## config.mk

```make
export PLATFORM = sky130hd
export DESIGN_NAME = pfrd_cmd_queue
export DESIGN_NICKNAME = d
export VERILOG_FILES = /design/src/hw/rtl/pfrd_pkg.sv /design/src/hw/rtl/pfrd_cmd_queue.sv
export SDC_FILE = /design/constraint.sdc
export NUM_CORES = 1
export LEC_CHECK = 0
export BUFFER_PORTS_ARGS = -buffer_cell sky130_fd_sc_hd__buf_2
export CORE_ASPECT_RATIO = 2
export CORE_MARGIN = 1.5
export CORE_UTILIZATION = 50
export CTS_BUF_LIST = sky130_fd_sc_hd__clkbuf_4 sky130_fd_sc_hd__clkbuf_8 sky130_fd_sc_hd__clkbuf_16
export DETAILED_ROUTE_END_ITERATION = 6
export PLACE_DENSITY = 0.77
export SLEW_MARGIN = 10
export SYNTH_ARGS = -nofsm -noshare
export SYNTH_HDL_FRONTEND = slang
export SYNTH_SLANG_ARGS = --single-unit
```

## constraint.sdc

```tcl
create_clock -name clk -period 4.65 [get_ports clk]
set_input_delay 0.6975 -clock clk [delete_from_list [all_inputs] [get_ports clk]]
set_output_delay 0.6975 -clock clk [all_outputs]
set_load 0.005 [all_outputs]
```

## src/hw/rtl/pfrd_pkg.sv

```systemverilog
// Shared types, codes and helpers for the page framebuffer drawing engine.
package pfrd_pkg;

  localparam int CW         = 11;  // working coordinate width, signed
  localparam int PAGE_ROWS  = 8;
  localparam int PAGE_SHIFT = 3;
  localparam int QDEPTH     = 2;
  localparam int QPW        = $clog2(QDEPTH);

  localparam logic [2:0] FUNC_CLEAR = 3'd0;
  localparam logic [2:0] FUNC_PIXEL = 3'd1;
  localparam logic [2:0] FUNC_HLINE = 3'd2;
  localparam logic [2:0] FUNC_VLINE = 3'd3;
  localparam logic [2:0] FUNC_RECT  = 3'd4;
  localparam logic [2:0] FUNC_READ  = 3'd5;

  typedef enum logic [2:0] {
    OP_NONE,
    OP_CLEAR,
    OP_PIXEL,
    OP_HLINE,
    OP_VLINE,
    OP_FILL,
    OP_OUTLINE,
    OP_READ
  } op_t;

  typedef struct packed {
    op_t               op;
    logic signed [8:0] x;
    logic signed [8:0] y;
    logic [7:0]        w;
    logic [7:0]        h;
    logic              on;
    logic              read_ok;
  } cmd_t;

  typedef logic signed [CW-1:0] coord_t;

  typedef enum logic [2:0] {
    B_INIT,
    B_IDLE,
    B_SETUP,
    B_PIX,
    B_WR,
    B_CLEAR,
    B_READ,
    B_DONE
  } back_state_t;

  function automatic coord_t ext9(input logic [8:0] v);
    return {{(CW-9){v[8]}}, v};
  endfunction

endpackage

```

## src/hw/rtl/pfrd_cmd_queue.sv

```systemverilog
// Short command queue between the front end and the drawing back end.
module pfrd_cmd_queue
  import pfrd_pkg::*;
(
  input  logic clk,
  input  logic rst,
  input  logic in_valid,
  output logic in_ready,
  input  cmd_t in_data,
  output logic out_valid,
  input  logic out_ready,
  output cmd_t out_data
);

  cmd_t           slots [QDEPTH];
  logic [QPW-1:0] wr_ptr;
  logic [QPW-1:0] rd_ptr;
  logic [QPW:0]   count;
  logic           push;
  logic           pop;

  assign in_ready  = count != (QPW+1)'(QDEPTH);
  assign out_valid = count != '0;
  assign out_data  = slots[rd_ptr];
  assign push      = in_valid && in_ready;
  assign pop       = out_valid && out_ready;

  always_ff @(posedge clk) begin
    if (push) slots[wr_ptr] <= in_data;
  end

  always_ff @(posedge clk) begin
    if (rst) begin
      wr_ptr <= '0;
      rd_ptr <= '0;
      count  <= '0;
    end else begin
      if (push) wr_ptr <= wr_ptr + 1'b1;
      if (pop)  rd_ptr <= rd_ptr + 1'b1;
      case ({push, pop})
        2'b10:   count <= count + 1'b1;
        2'b01:   count <= count - 1'b1;
        default: count <= count;
      endcase
    end
  end

endmodule

```

==> results_dict.tcl <==
set metrics [dict create \
    status "finished, final reports clean" \
    rsz0062_at_grt "no" \
    die_y_um 113 \
    rr_startpoint "count[0]" \
    yosysSeqAreaShare_pct 80.7 \
    reg2regPathDepth 2 \
    drcViolationCount 0 \
    yosysMostFrequentCell "edfxtp_1" \
    grt_usage_pct 15.2 \
    cp-start-kind "flop" \
    cts_resized 0 \
    vias_per_cell 5.21 \
    cts_setup_buffers 0 \
    fin_setup_tns_ns 0 \
    fmax_mhz 399 \
    final_util_pct 64.8 \
    maxCapViolations 0 \
    dieWidth_um 58.0 \
    crit_path_cell_trace "mux2_2 -> buf_2" \
    drt_wl_total_um 4570 \
    cts_tree "built" \
    path_buf_inv 1 \
    antenna_found_initial 0 \
    fp.coreArea_um2 5910 \
    syn_nets 189 \
    yosys-top-cells-count "edfxtp_1 (78), mux2_2 (39), dfxtp_1 (5)" \
    rows 40 \
    numPortBuffers 83 \
    routedWlPerCell_um 15.0 \
    globalRouteOverflowTotal 0 \
    pin_count 84 \
    finalHoldViolCount 0 \
    path_max_fanout 39 \
    whs_path_depth 2 \
    clockBufferDepth 2 \
    worst_slew_pin_slew_ns 0.908 \
    vias 1583 \
    finalCritPeriodShare_pct 53.9 \
    place_congestion 0.678 \
    yosys.area.top_type "edfxtp_1" \
    ys_types 20 \
    reg2reg_slack_ns 2.83 \
    fill_cells 425 \
    p_leak_nw 1.44 \
    cts_root_buffer "clkbuf_16" \
    nets 280 \
    cp.required_ns 3.95 \
    layoutNonFillerInstCount 304 \
    synth_cells 145 \
    async_reset_ff_share_pct 0 \
    drtIter0Drc 68 \
    cts.sinks 83 \
    cp.arrival_ns 1.81 \
    min_from "rd_ptr" \
    synth_top_flop_cell "edfxtp_1" \
    grt_pass1_wl_um 7220 \
    dieArea_um2 6560 \
    syn_area_um2 3030 \
    grt_max_degree 40 \
    path_delay_family "flip-flops" \
    start_util_pct 51.3 \
    critPathKind "reg -> out" \
    hp-class "reg -> reg" \
    syn2layout_area_growth_pct 26.4 \
    cts.clk_slew.worst_paths_ns 0.06 \
    slew_headroom_pct 39.5 \
    power_density_nw_per_um2 571 \
    synth_warnings 0 \
    synth-edff-count 78 \
    place_hpwl_um 2910 \
    htreeDepth 3 \
    grt_pass1_vias 1649 \
    post-route-min-period_ns 2.51 \
    place_inst 288 \
    final-setup-viol-count 0 \
    yosys-top-cells-area "edfxtp_1 (77%), mux2_2 (15%), dfxtp_1 (3.3%)" \
    crit_slowest_cell "dfxtp_2" \
    drv_slew 0 \
    n_antenna_cell 0 \
    postSynthAreaPerCell_um2 20.9 \
    max_stage_delay_ns 0.92 \
    drive_gt1_share_pct 58.9 \
    irDropWorstVdd_mv 0.389 \
    drtAntennaViolNets 0 \
    synth_seq_cells 83 \
    r2r-end "slots[1][20]" \
    clkLatencyLatePin_ns 0.33 \
    cp-end-kind "output pin" \
    cts_buffers 9 \
    firstDrtPassIters 6 \
    synth_top_cell_area_share_pct 77.4 \
    holdBufCountCts 0 \
    skew_ns 0.00202 \
]
[final cells by class]
cell class	instances	area, um^2	share of cell area, %
clock buffer	9	225	5.89
clock inverter	7	92.6	2.42
inverter	1	3.75	0.0981
multi-input combinational	57	559	14.6
sequential	83	2440	63.9
tap	63	78.8	2.06
timing repair buffer	84	423	11.1
[tightest hold or removal path: cells and delay by family, from the launching register on]
family	cells	cell delay, ns
simple gates	1	0.08
xor+xnor	1	0.08
flops	1	0.32
[cells by family (layout without fill, tap and decap cells)]
group / after synthesis / count (layout) / synth area share, %
DFF: 83 / 83 / 80.7
muxes: 39 / 39 / 14.5
and+or+nand+nor: 9 / 9 / 1.57
AOI/OAI and AO/OA: 5 / 5 / 1.07
buffers and inverters: 5 / 101 / 0.868
xor gates and xnor gates: 3 / 3 / 0.868
adders and majority gates: 1 / 1 / 0.413
[worst max path at each step]
stage,to,from,depth (start not counted)
after floorplan,slots[1][0],in_valid,1
after global routing,out_data[26],flop,2
after global placement,out_data[29],flop,2
after detailed placement,out_data[34],flop,2
after CTS,out_data[29],flop,2
final,out_data[9],flop,2
[through the flow]
step / power, mW / hold slack [ns] / worst slack, ns / area, um^2
floorplan: 1.29 / 0.474 / 2.56 / 3030
global route: 2.29 / 0.539 / 2.01 / 3830
detailed placement: 1.48 / 0.508 / 2.45 / 3510
CTS: 2.22 / 0.518 / 2.09 / 3830
finish: 2.18 / 0.521 / 2.14 / 3830
global placement: 1.47 / 0.494 / 2.46 / 3510
[metal layers]
metal	vias up	wire, um	track usage, %
li1	754	-	-
met1	748	1710	16.2
met2	71	2350	24.1
met3	10	418	7.89
met4	0	87	7.44
met5	-	0	0
[sequential cells by signal, summed over array words and instances (netlist names), named ones only]
name    cells
count       2
rd_ptr      1
slots      78
wr_ptr      1
[report_power, final]
| group | leakage [nW] | internal (mW) | switching [mW] | total [mW] |
|---|---|---|---|---|
| clock | 0.149 | 0.467 | 0.260 | 0.727 |
| combinational | 0.524 | 0.252 | 0.179 | 0.431 |
| sequential | 0.771 | 0.947 | 0.0788 | 1.03 |
| total | 1.44 | 1.67 | 0.518 | 2.18 |
[cell usage in the layout, fill, tap and decap left out]
cell | netlist | routed
o21ai_0 | 1 | 1
clkinv_4 | 0 | 1
clkinv_1 | 0 | 2
mux2_2 | 39 | 39
dfxtp_1 | 5 | 4
or3_1 | 1 | 1
nand3b_1 | 1 | 1
and3_2 | 0 | 1
o21a_1 | 1 | 1
dfxtp_2 | 0 | 1
buf_4 | 1 | 1
a21oi_1 | 2 | 2
clkinv_2 | 0 | 1
edfxtp_1 | 78 | 78
clkbuf_16 | 0 | 9
clkinvlp_4 | 0 | 2
nand2_1 | 1 | 1
ha_1 | 1 | 1
xor2_1 | 1 | 1
xnor2_1 | 2 | 2
or2_2 | 1 | 1
a21bo_2 | 1 | 1
nand2b_1 | 1 | 1
nor2_1 | 3 | 3
bufinv_16 | 0 | 2
buf_2 | 3 | 83
(Power assumes the default switching activity.)
