## src/hw/rtl/pfrd_pkg.sv

```systemverilog
// Shared types, codes and helpers for the page framebuffer drawing engine.
package pfrd_pkg;

  localparam int CW         = 11;  // working coordinate width, signed
  localparam int PAGE_ROWS  = 8;
  localparam int PAGE_SHIFT = 3;
  localparam int QDEPTH     = 2;
  localparam int QPW        = $clog2(QDEPTH);

  localparam logic [2:0] FUNC_CLEAR = 3'd0;
  localparam logic [2:0] FUNC_PIXEL = 3'd1;
  localparam logic [2:0] FUNC_HLINE = 3'd2;
  localparam logic [2:0] FUNC_VLINE = 3'd3;
  localparam logic [2:0] FUNC_RECT  = 3'd4;
  localparam logic [2:0] FUNC_READ  = 3'd5;

  typedef enum logic [2:0] {
    OP_NONE,
    OP_CLEAR,
    OP_PIXEL,
    OP_HLINE,
    OP_VLINE,
    OP_FILL,
    OP_OUTLINE,
    OP_READ
  } op_t;

  typedef struct packed {
    op_t               op;
    logic signed [8:0] x;
    logic signed [8:0] y;
    logic [7:0]        w;
    logic [7:0]        h;
    logic              on;
    logic              read_ok;
  } cmd_t;

  typedef logic signed [CW-1:0] coord_t;

  typedef enum logic [2:0] {
    B_INIT,
    B_IDLE,
    B_SETUP,
    B_PIX,
    B_WR,
    B_CLEAR,
    B_READ,
    B_DONE
  } back_state_t;

  function automatic coord_t ext9(input logic [8:0] v);
    return {{(CW-9){v[8]}}, v};
  endfunction

endpackage

```

## src/hw/rtl/pfrd_cmd_if.sv

```systemverilog
// Command channel: valid/ready handshake with the drawing command fields.
interface pfrd_cmd_if;
  logic              valid;
  logic              ready;
  logic [2:0]        func;
  logic signed [8:0] pos_x;
  logic signed [8:0] pos_y;
  logic [7:0]        extent_w;
  logic [7:0]        extent_h;
  logic              fill_mode;
  logic              pixel_on;

  modport source (
    output valid, func, pos_x, pos_y, extent_w, extent_h, fill_mode, pixel_on,
    input  ready
  );
  modport sink (
    input  valid, func, pos_x, pos_y, extent_w, extent_h, fill_mode, pixel_on,
    output ready
  );
endinterface

```

## src/hw/rtl/pfrd_front.sv

```systemverilog
// Front end: takes command transfers and classifies them into queue entries.
module pfrd_front
  import pfrd_pkg::*;
#(
  parameter int SCREEN_W = 128,
  parameter int SCREEN_H = 64
) (
  pfrd_cmd_if.sink cmd,
  output logic     push_valid,
  input  logic     push_ready,
  output cmd_t     push_data,
  input  logic     init_busy
);

  localparam logic [8:0] W_LIM = 9'(SCREEN_W);
  localparam logic [8:0] H_LIM = 9'(SCREEN_H);

  op_t  op;
  logic in_range;

  always_comb begin
    case (cmd.func)
      FUNC_CLEAR: op = OP_CLEAR;
      FUNC_PIXEL: op = OP_PIXEL;
      FUNC_HLINE: op = OP_HLINE;
      FUNC_VLINE: op = OP_VLINE;
      FUNC_RECT:  op = cmd.fill_mode ? OP_FILL : OP_OUTLINE;
      FUNC_READ:  op = OP_READ;
      default:    op = OP_NONE;
    endcase
  end

  // Only the read needs a bounds check up front; draws clip per pixel.
  assign in_range = !cmd.pos_x[8] && ({1'b0, cmd.pos_x[7:0]} < W_LIM) &&
                    !cmd.pos_y[8] && ({1'b0, cmd.pos_y[7:0]} < H_LIM);

  always_comb begin
    push_data.op      = op;
    push_data.x       = cmd.pos_x;
    push_data.y       = cmd.pos_y;
    push_data.w       = cmd.extent_w;
    push_data.h       = cmd.extent_h;
    push_data.on      = cmd.pixel_on;
    push_data.read_ok = (op == OP_READ) && in_range;
  end

  // Hold off transfers while the store is being cleared after reset.
  assign cmd.ready  = push_ready && !init_busy;
  assign push_valid = cmd.valid && !init_busy;

endmodule

```

## src/flat_wrapper.sv

```systemverilog
// flat-port wrapper written by rule: the top's interface ports become plain ports
module pfrd_front_flat import pfrd_pkg::*;
#(
  parameter int SCREEN_W = 128,
  parameter int SCREEN_H = 64
)
  (push_valid, push_ready, push_data, init_busy, cmd_valid, cmd_func, cmd_pos_x, cmd_pos_y, cmd_extent_w, cmd_extent_h, cmd_fill_mode, cmd_pixel_on, cmd_ready);
  pfrd_cmd_if cmd_i ();
  output logic push_valid;
  input  logic push_ready;
  output cmd_t push_data;
  input  logic init_busy;
  input wire logic [$bits(cmd_i.valid)-1:0] cmd_valid;
  input wire logic [$bits(cmd_i.func)-1:0] cmd_func;
  input wire logic [$bits(cmd_i.pos_x)-1:0] cmd_pos_x;
  input wire logic [$bits(cmd_i.pos_y)-1:0] cmd_pos_y;
  input wire logic [$bits(cmd_i.extent_w)-1:0] cmd_extent_w;
  input wire logic [$bits(cmd_i.extent_h)-1:0] cmd_extent_h;
  input wire logic [$bits(cmd_i.fill_mode)-1:0] cmd_fill_mode;
  input wire logic [$bits(cmd_i.pixel_on)-1:0] cmd_pixel_on;
  output wire logic [$bits(cmd_i.ready)-1:0] cmd_ready;
  assign cmd_i.valid = cmd_valid;
  assign cmd_i.func = cmd_func;
  assign cmd_i.pos_x = cmd_pos_x;
  assign cmd_i.pos_y = cmd_pos_y;
  assign cmd_i.extent_w = cmd_extent_w;
  assign cmd_i.extent_h = cmd_extent_h;
  assign cmd_i.fill_mode = cmd_fill_mode;
  assign cmd_i.pixel_on = cmd_pixel_on;
  assign cmd_ready = cmd_i.ready;
  pfrd_front #(.SCREEN_W(SCREEN_W), .SCREEN_H(SCREEN_H)) u_core (.cmd(cmd_i), .push_valid(push_valid), .push_ready(push_ready), .push_data(push_data), .init_busy(init_busy));
endmodule
```

## config.mk

```make
export PLATFORM = sky130hd
export DESIGN_NAME = pfrd_front_flat
export DESIGN_NICKNAME = d
export VERILOG_FILES = /design/src/hw/rtl/pfrd_pkg.sv /design/src/hw/rtl/pfrd_cmd_if.sv /design/src/hw/rtl/pfrd_front.sv /design/src/flat_wrapper.sv
export SDC_FILE = /design/constraint.sdc
export NUM_CORES = 1
export LEC_CHECK = 0
export BUFFER_PORTS_ARGS = -buffer_cell sky130_fd_sc_hd__buf_2
export CAP_MARGIN = 40
export CORE_MARGIN = 2
export CORE_UTILIZATION = 25
export DETAILED_ROUTE_END_ITERATION = 12
export PLACE_DENSITY = 0.89
export REMOVE_ABC_BUFFERS = 1
export SLEW_MARGIN = 10
export SYNTH_ARGS = -nofsm -noshare
export SYNTH_HDL_FRONTEND = slang
export SYNTH_SLANG_ARGS = --single-unit
```

## constraint.sdc

```tcl
create_clock -name vclk -period 1.8
set_input_delay 0.36 -clock vclk [all_inputs]
set_output_delay 0.36 -clock vclk [all_outputs]
set_load 0.1 [all_outputs]
```

==> impl_metrics.yaml <==
die:
  ios: 83
  rows: 13
  initial_core_util_pct: 26.9
  dieWidth_um: 41.4
  chipHeight_um: 41.4
  dieArea_um2: 1720
  coreArea_um2: 1300
finish:
  final_nets: 79
  n_antenna_cell: 0
  regArea_um2: 0
  layout-drive-gt1-share_pct: 71.4
  fin_area_um2: 300
  seq_cells: 0
  layoutNonFillerInstCount: 50
  clockBufferCount: 0
  area_delta_synth_final_pct: -14.3
  fin_util_pct: 23.1
logic_synthesis:
  syn_area_per_cell_um2: 7.45
  netlist_instances: 47
  synthTopCellsByCount: "buf_4, nor2b_1, mux2i_1, nand2_1"
  ys_types: 9
  ys_seq_area_share_pct: 0
  synth_area_leaders: "buf_4, mux2i_1, nor2b_1"
  synth_area_um2: 350
  synth.most_common_cell: "buf_4"
  synth_top_cell_by_area: "buf_4"
  synth_warnings: 0
  synthDominantCellAreaShare_pct: 75.0
critical_path:
  cp-endpoint: "push_data[0]"
  critPathRequiredTime_ns: 1.44
  critPathKind: "input pin to output pin"
  cp_num_buf_inv: 2
  cp_cell_sequence: "buf_6 > or4_4 > nor4_4 > buf_12"
  path_max_fanout: 2
  worstPathArrival_ns: 1.41
  crit_path_end_kind: "output pin"
  path_delay_family: "simple AND/OR/NAND/NOR gates"
  cp-startpoint: "cmd_pos_x[7]"
  cp.depth: 4
  critPathLaunchType: "input pin"
  critPathSlowestCell: "or4_4"
  max_stage_delay_ns: 0.54
power_and_ir_drop:
  cellLeakagePower_nw: 0.149
  powerDensity_nw_per_um2: 569
  irDropWorstVdd_mv: 0.183
  power.total_uw: 171
clocking:
  hold_buffers: 0
  post_cts_buffers: 0
timing:
  drv_slew: 0
  hold_viol_final: 0
  rsz0062_at_grt: "no"
  setup_slack_ns: 0.0256
  slew_headroom_pct: 67.3
  fin_crit_sh_pct: 98.6
  whs_ns: 0.721
  setup_tns_ns: 0
  setup_violations: 0
  fmax_ghz: 0.564
  fin_crit_ns: 1.77
  worst_pin_slew_ns: 0.494
placement:
  gp_congestion: 0.858
  place_inst: 50
  port_buffers: 23
  place_ws_ns: -0.157
  postPlaceCellArea_um2: 282
global_route:
  grt_use_total_pct: 17.7
  antenna_found_initial: 0
  grt.overflow.total: 0
  grt_pass1_vias: 226
  grt_pass1_wl_um: 2110
  grt_start_max_net_pins: 7
outcome:
  outcome: "finished, final reports clean"
route:
  avgRoutedWirePerCell_um: 31.5
  viasPerCell: 4.68
  drc: 0
  dr.pass1.iters: 1
  postRouteAntennaNets: 0
  drtIter0Drc: 0
  routed_wl_um: 1570
  vias: 234
min_path:
  holdCritPathClass: "input pin to output pin"
job:
  drv_cap: 0
==> worst min path at each step <==
stage / start / endpoint / slack [ns] / cells past startpoint
after CTS: cmd_pos_y[0] / push_data[18] / 0.72 / 0
final: cmd_extent_w[7] / push_data[17] / 0.72 / 0
after global placement: cmd_pos_y[0] / push_data[18] / 0.72 / 0
after floorplan: cmd_extent_w[0] / push_data[10] / 0.72 / 0
after detailed placement: cmd_pos_y[0] / push_data[18] / 0.72 / 0
after global routing: cmd_pos_y[0] / push_data[18] / 0.72 / 0
==> layer usage <==
layer	up-vias	track usage [%]	part of all wire, %
li1	92	-	-
met1	91	11.2	21
met2	51	24.1	39
met3	0	33.9	40
met4	0	0	0
met5	-	0	0
==> cell usage in the layout (no fill, tap or decap) <==
cell type  count
buf_12         4
buf_2         18
buf_6          1
mux2i_1        2
nand2_1        2
nor2b_1        3
nor4_4         1
o21ai_0        1
o21bai_1       1
o31a_1         1
or4_4          1
==> layout make-up <==
class	count	area [um2]
fillers	153	1000
multi-input cells	12	100
well taps	15	18.8
repair buffers	23	181
==> kinds of logic (layout without fill, tap and decap cells) <==
group | after synthesis | after routing | synth area share (%)
AOI/OAI and AO/OA | 3 | 3 | 6.07
muxes | 2 | 2 | 5.71
and+or+nand+nor | 7 | 7 | 13.2
buffers and inverters | 35 | 23 | 75.0
==> timing repair <==
| action | CTS | global route |
|---|---|---|
| pin swaps | 1 | 0 |
| endpoints found under the setup margin | 1 | 1 |
| cloned | 0 | 0 |
| gates resized for setup | 2 | 1 |
| endpoints found under the hold margin | 0 | 0 |
==> power by group <==
| group | internal [mW] | switching (mW) | total, mW |
|---|---|---|---|
| Clock | 0 | 0 | 0 |
| Combinational | 0.0447 | 0.126 | 0.171 |
| Sequential | 0 | 0 | 0 |
| Total | 0.0447 | 0.126 | 0.171 |
No activity file was read; power rests on OpenSTA's default activity.
